## config.mk

```make
export PLATFORM = sky130hd
export DESIGN_NAME = imudr_mul
export DESIGN_NICKNAME = d
export VERILOG_FILES = /design/src/rtl/imudr_pkg.sv /design/src/rtl/imudr_mul.sv
export SDC_FILE = /design/constraint.sdc
export NUM_CORES = 2
export LEC_CHECK = 0
export ABC_AREA = 1
export BUFFER_PORTS_ARGS = -buffer_cell sky130_fd_sc_hd__clkbuf_2
export CAP_MARGIN = 20
export CORE_ASPECT_RATIO = 0.8
export CORE_MARGIN = 2
export CORE_UTILIZATION = 55
export DETAILED_ROUTE_END_ITERATION = 12
export PLACE_DENSITY = 0.72
export SYNTH_ARGS = -nofsm -noshare
export SYNTH_HDL_FRONTEND = slang
export SYNTH_SLANG_ARGS = --single-unit
```

## constraint.sdc

```tcl
create_clock -name aclk -period 12.9 [get_ports aclk]
set_input_delay 0.645 -clock aclk [delete_from_list [all_inputs] [get_ports aclk]]
set_output_delay 0.645 -clock aclk [all_outputs]
set_load 0.02 [all_outputs]
```

## src/rtl/imudr_pkg.sv

```systemverilog
// Shared types, codes and helpers for the IMU dead-reckoning integrator.
// No dependencies; used by the multiplier unit and the core.
package imudr_pkg;

    localparam int MUL_W  = 28;
    localparam int PROD_W = 2 * MUL_W;

    localparam logic [1:0] CMD_SAMPLE  = 2'd0;
    localparam logic [1:0] CMD_FIX     = 2'd1;
    localparam logic [1:0] CMD_TIMEOUT = 2'd2;

    localparam logic [1:0] MODE_IDLE  = 2'd0;
    localparam logic [1:0] MODE_TRACK = 2'd1;
    localparam logic [1:0] MODE_DR    = 2'd2;

    localparam logic [2:0] REG_BIAS_X   = 3'd0;
    localparam logic [2:0] REG_BIAS_Y   = 3'd1;
    localparam logic [2:0] REG_BIAS_Z   = 3'd2;
    localparam logic [2:0] REG_GRAVITY  = 3'd3;
    localparam logic [2:0] REG_DEADBAND = 3'd4;

    localparam logic [4:0] LAST_STEP = 5'd30;

    typedef enum logic [1:0] {
        ST_IDLE,
        ST_RUN,
        ST_SEND
    } state_t;

    // Clamp a wide signed value into 48-bit two's complement.
    function automatic logic signed [47:0] sat48(input logic signed [63:0] v);
        logic signed [63:0] max_v;
        logic signed [63:0] min_v;
        max_v = 64'sh0000_7FFF_FFFF_FFFF;
        min_v = -64'sh0000_8000_0000_0000;
        if (v > max_v) begin
            sat48 = max_v[47:0];
        end else if (v < min_v) begin
            sat48 = min_v[47:0];
        end else begin
            sat48 = v[47:0];
        end
    endfunction

endpackage

```

## src/rtl/imudr_mul.sv

```systemverilog
// Shared signed multiplier with registered product.
// Depends on imudr_pkg for operand widths.
module imudr_mul import imudr_pkg::*; (
    input  logic                     aclk,
    input  logic signed [MUL_W-1:0]  op_a,
    input  logic signed [MUL_W-1:0]  op_b,
    output logic signed [PROD_W-1:0] prod_reg
);

    logic signed [PROD_W-1:0] prod_next;

    assign prod_next = op_a * op_b;

    always_ff @(posedge aclk) begin
        prod_reg <= prod_next;
    end

endmodule

```

### Word level (Yosys, flattened, before mapping)

Index checks and enable logic that the tools add are counted.

* bits of input ports: 57
* register bits: 56
* output and inout bits: 56

* multiply operators: 1

Operators with widths (count)
* $mul 28x28->56: 1

### Logic depth before layout (Yosys ltp)

* depth after elaboration: 1
* depth in mapped cells: 32
* gate-level depth less buffers: 30

### Worst setup path before layout

No wires, ideal clock.

* kind: input port to flip-flop
* from: input op_a[27]
* to: register prod_reg[55]
* path buffers: 2
* data arrival time: 7.217 ns
* path slack: 5.570 ns
* stages: 29
* data required time: 12.787 ns
* cells stage by stage: clkbuf_1 buf_1 nand2_1 inv_1 fa_1 inv_1 fa_1 inv_1 fa_1 fa_1 inv_1 fa_1 inv_1 fa_1 inv_1 fa_1 inv_1 ha_1 ha_1 nand2_2 nor2_1 nand2_1 nor2_1 and2_1 nand2_1 inv_1 nor2_1 nand2_1 nand2_1

* cells in the longest elaborated chain, start to end: 1

Ends and longest elaborated chain
* start, declared: RTL line imudr_mul.sv:5 `input logic signed [MUL_W-1:0] op_a,`
* $mul 28x28->56: RTL line imudr_mul.sv:12 `assign prod_next = op_a * op_b;`
* named net prod_next[55]: RTL line imudr_mul.sv:10 `logic signed [PROD_W-1:0] prod_next;`
* end signal, assigned: RTL line imudr_mul.sv:15 `prod_reg <= prod_next;`
* end, declared: RTL line imudr_mul.sv:7 `output logic signed [PROD_W-1:0] prod_reg`

The timed path passes the listed nets, and every way through them passes these cells.

### Final worst setup path

* from: input op_b[4]
* to: register prod_reg[44]

* cells in the longest elaborated chain, start to end: 1

Ends and longest elaborated chain
* start, declared: RTL line imudr_mul.sv:6 `input logic signed [MUL_W-1:0] op_b,`
* $mul 28x28->56: RTL line imudr_mul.sv:12
* named net prod_next[44]: RTL line imudr_mul.sv:10

The timed path passes the listed nets, and every way through them passes these cells.

==> run_results.csv <==
group,metric,value,unit
sta,worstMarginPinSlew,0.954,ns
die,rows,78,
clock_network,clockBufferDepth,2,
synth,synthMuxAreaShare,0,%
route,wire_per_inst,16.9,um
clock_network,cts_buffers,5,
global_routing,overflow,0,
die,die_h,219,um
synth,yosysWarnings,0,
critical_path,crit_cells,24,
clock_network,cts_resized,0,
synth,synth-seq-area-share,3.54,%
synth,syn_area_per_cell,7.88,um^2
global_routing,grt_start_max_net_pins,29,
synth,synth_top_family_by_area,"adder cells",
sta,period_needed,7.95,ns
sta,fin_crit_sh,61.6,%
sta,timing.slew.headroom,36.4,%
critical_path,crit_type,"input pin to flop",
job,maxCapViolCount,0,
worst_hold_path,holdPathStages,4,
placed_design,port_buffers,112,
global_routing,grt_usage,28.9,%
layout,final_common_cell,"inv_1",
synth,ys_ff_latch,56,
placed_design,dpl_cell_area,0.0327,mm^2
placed_design,place_congestion,0.983,
synth,syn_nets,5087,
sta,tns,0,ns
route,via_count,23800,
sta,max_freq,0.126,GHz
layout,nets,5060,
worst_hold_path,holdCritStartpoint,"op_a[0]",
status,status,"finished clean",
clock_network,clock_sinks,56,
layout,area_growth,3.76,%
sta,setup_viol,0,
placed_design,place_inst,4748,
global_routing,grt_pass1_wl,135,mm
route,vias_per_cell,5.00,
sta,rsz0062_at_grt,"no",
clock_network,cts_root_buf,"clkbuf_16",
critical_path,crit_slowest_cell,"fa_1",
layout,final_cells,4757,
route,drc,0,
layout,largest_reg_flops,56,
global_routing,antenna_found_initial,1,
critical_path,critPathTopFamily,"adder cells",
worst_hold_path,hold_path.class,"input pin to flop",
sta,slew_violations,0,
layout,final_cell_mix,"inv_1, nand2_1, fa_1",
die,dieArea,0.0595,mm^2
critical_path,crit_chain,"clkbuf_2 -> nand2_1 -> fa_1 -> inv_1 -> fa_1 -> fa_1 -> fa_1 -> inv_1 -> fa_1 -> inv_1 -> fa_1 -> inv_1 -> fa_1 -> inv_1 -> ha_1 -> ha_1 -> nand2_1 -> inv_1 -> nand2_1 -> nor3_1 -> and2_1 -> nand3_1 -> nand4_1 -> nand2_1",
critical_path,crit_arrival,8.16,ns
clock_network,postCtsHoldBufs,0,
route,drt_first_pass_iters,9,
placed_design,dp_hpwl,68.7,mm
route,ant_nets,0,
layout,final_area,0.0329,mm^2
clock_network,postCtsSetupBuffers,0,
layout,drive_gt1_share,4.95,%
synth,yosys.area_share.xor_xnor,1.11,%
clock_network,cts_tree,"yes",
global_routing,grt_pass1_vias,25400,
synth,synthAdderAreaFrac,59.3,%
critical_path,cp.required,13.11,ns
critical_path,cpPeakStageDelay,0.85,ns
critical_path,cp_max_fo,28,
critical_path,startpoint_type,"input pin",
clock_network,clk_pin_slew,0.09,ns
route,wl,80.5,mm
synth,netlist_area,0.0317,mm^2
synth,synth_compound_area_share,1.63,%
clock_network,htree_num_levels,2,
sta,hold_viol_final,0,
synth,yosysUniqueCellTypes,32,
critical_path,crit_top_cell,"fa_1",
die,die_x,272,um
synth,syn-instance-count,4022,
critical_path,crit_buf_inv,7,
critical_path,endpoint_kind,"flop",
die,initial_core_util,55.8,%
synth,synth_simple_gate_area_share,16.5,%
worst_hold_path,hold_path_end,"prod_reg[0]",
route,drtIter0Drc,1605,
die,fp.coreArea,0.0568,mm^2
die,ioPinCount,113,
-- per-layer routing --
| layer | GRT usage [%] | wire length, um |
|---|---|---|
| met5 | 0 | 0 |
| met4 | 6.94 | 2090 |
| met3 | 4.05 | 6360 |
| met2 | 47.7 | 37900 |
| met1 | 40.7 | 34100 |
-- cell families (layout without fill, tap and decap cells) --
logic type / after synthesis / in the layout
other: 0 / 1
adders and majority gates: 1008 / 1008
DFF: 56 / 56
AOI/OAI and AO/OA: 97 / 97
xor gates and xnor gates: 40 / 40
buffers and inverters: 1512 / 1486
and+or+nand+nor: 1309 / 1309
-- cell type report --
cell class,instances,area (um^2)
Multi-Input combinational cell,2454,24900
Fill cell,5334,23900
Inverter,1345,5050
Sequential cell,56,1120
Tap cell,760,951
Timing Repair Buffer,133,718
Clock buffer,5,125
Clock inverter,3,22.5
Antenna cell,1,2.50
-- synth_stat cells --
library cell / count / share of area, %
buf_1: 68 / 0.81
nor3_1: 10 / 0.16
a21oi_2: 1 / 0.028
a21boi_0: 1 / 0.024
nand3_2: 4 / 0.13
nor2_1: 82 / 0.97
nand3_1: 52 / 0.82
nor3_2: 2 / 0.063
nand2_1: 1093 / 13
or2_2: 8 / 0.16
clkbuf_1: 99 / 1.2
nor4_2: 1 / 0.039
nand2_2: 14 / 0.28
fa_1: 823 / 52
nand3b_1: 2 / 0.047
xnor2_1: 7 / 0.19
a21oi_1: 58 / 0.92
nor2_2: 15 / 0.30
inv_1: 1337 / 16
dfxtp_1: 56 / 3.5
xor2_1: 33 / 0.91
o21ai_0: 23 / 0.36
o21a_1: 1 / 0.024
and2_1: 5 / 0.099
o21bai_1: 7 / 0.17
clkinv_1: 1 / 0.012
nand4_1: 17 / 0.34
ha_1: 185 / 7.3
o21ai_1: 5 / 0.079
nor2_4: 4 / 0.14
o21ai_2: 1 / 0.028
inv_2: 7 / 0.083
-- worst max-delay path by stage --
stage	slack [ns]	from	to
floorplan	5.57	op_a[27]	prod_reg[55]
detailed placement	4.63	op_b[4]	prod_reg[44]
CTS	4.94	op_b[4]	prod_reg[44]
global placement	4.80	op_b[4]	prod_reg[55]
global route	4.47	op_b[4]	prod_reg[44]
finish	4.95	op_b[4]	prod_reg[44]
-- metrics by stage --
stage / setup WS, ns / utilization (%) / hold WS, ns
after floorplan: 5.57 / - / 0.966
after global placement: 4.80 / 57.6 / 1.06
after detailed placement: 4.63 / 57.6 / 1.06
after CTS: 4.94 / 57.9 / 0.872
after global routing: 4.47 / 57.9 / 0.902
final: 4.95 / 57.9 / 0.879
Power is left out: the tool's default activity adds up to more than one toggle a clock period on the data nets, which glitch-free logic cannot reach.
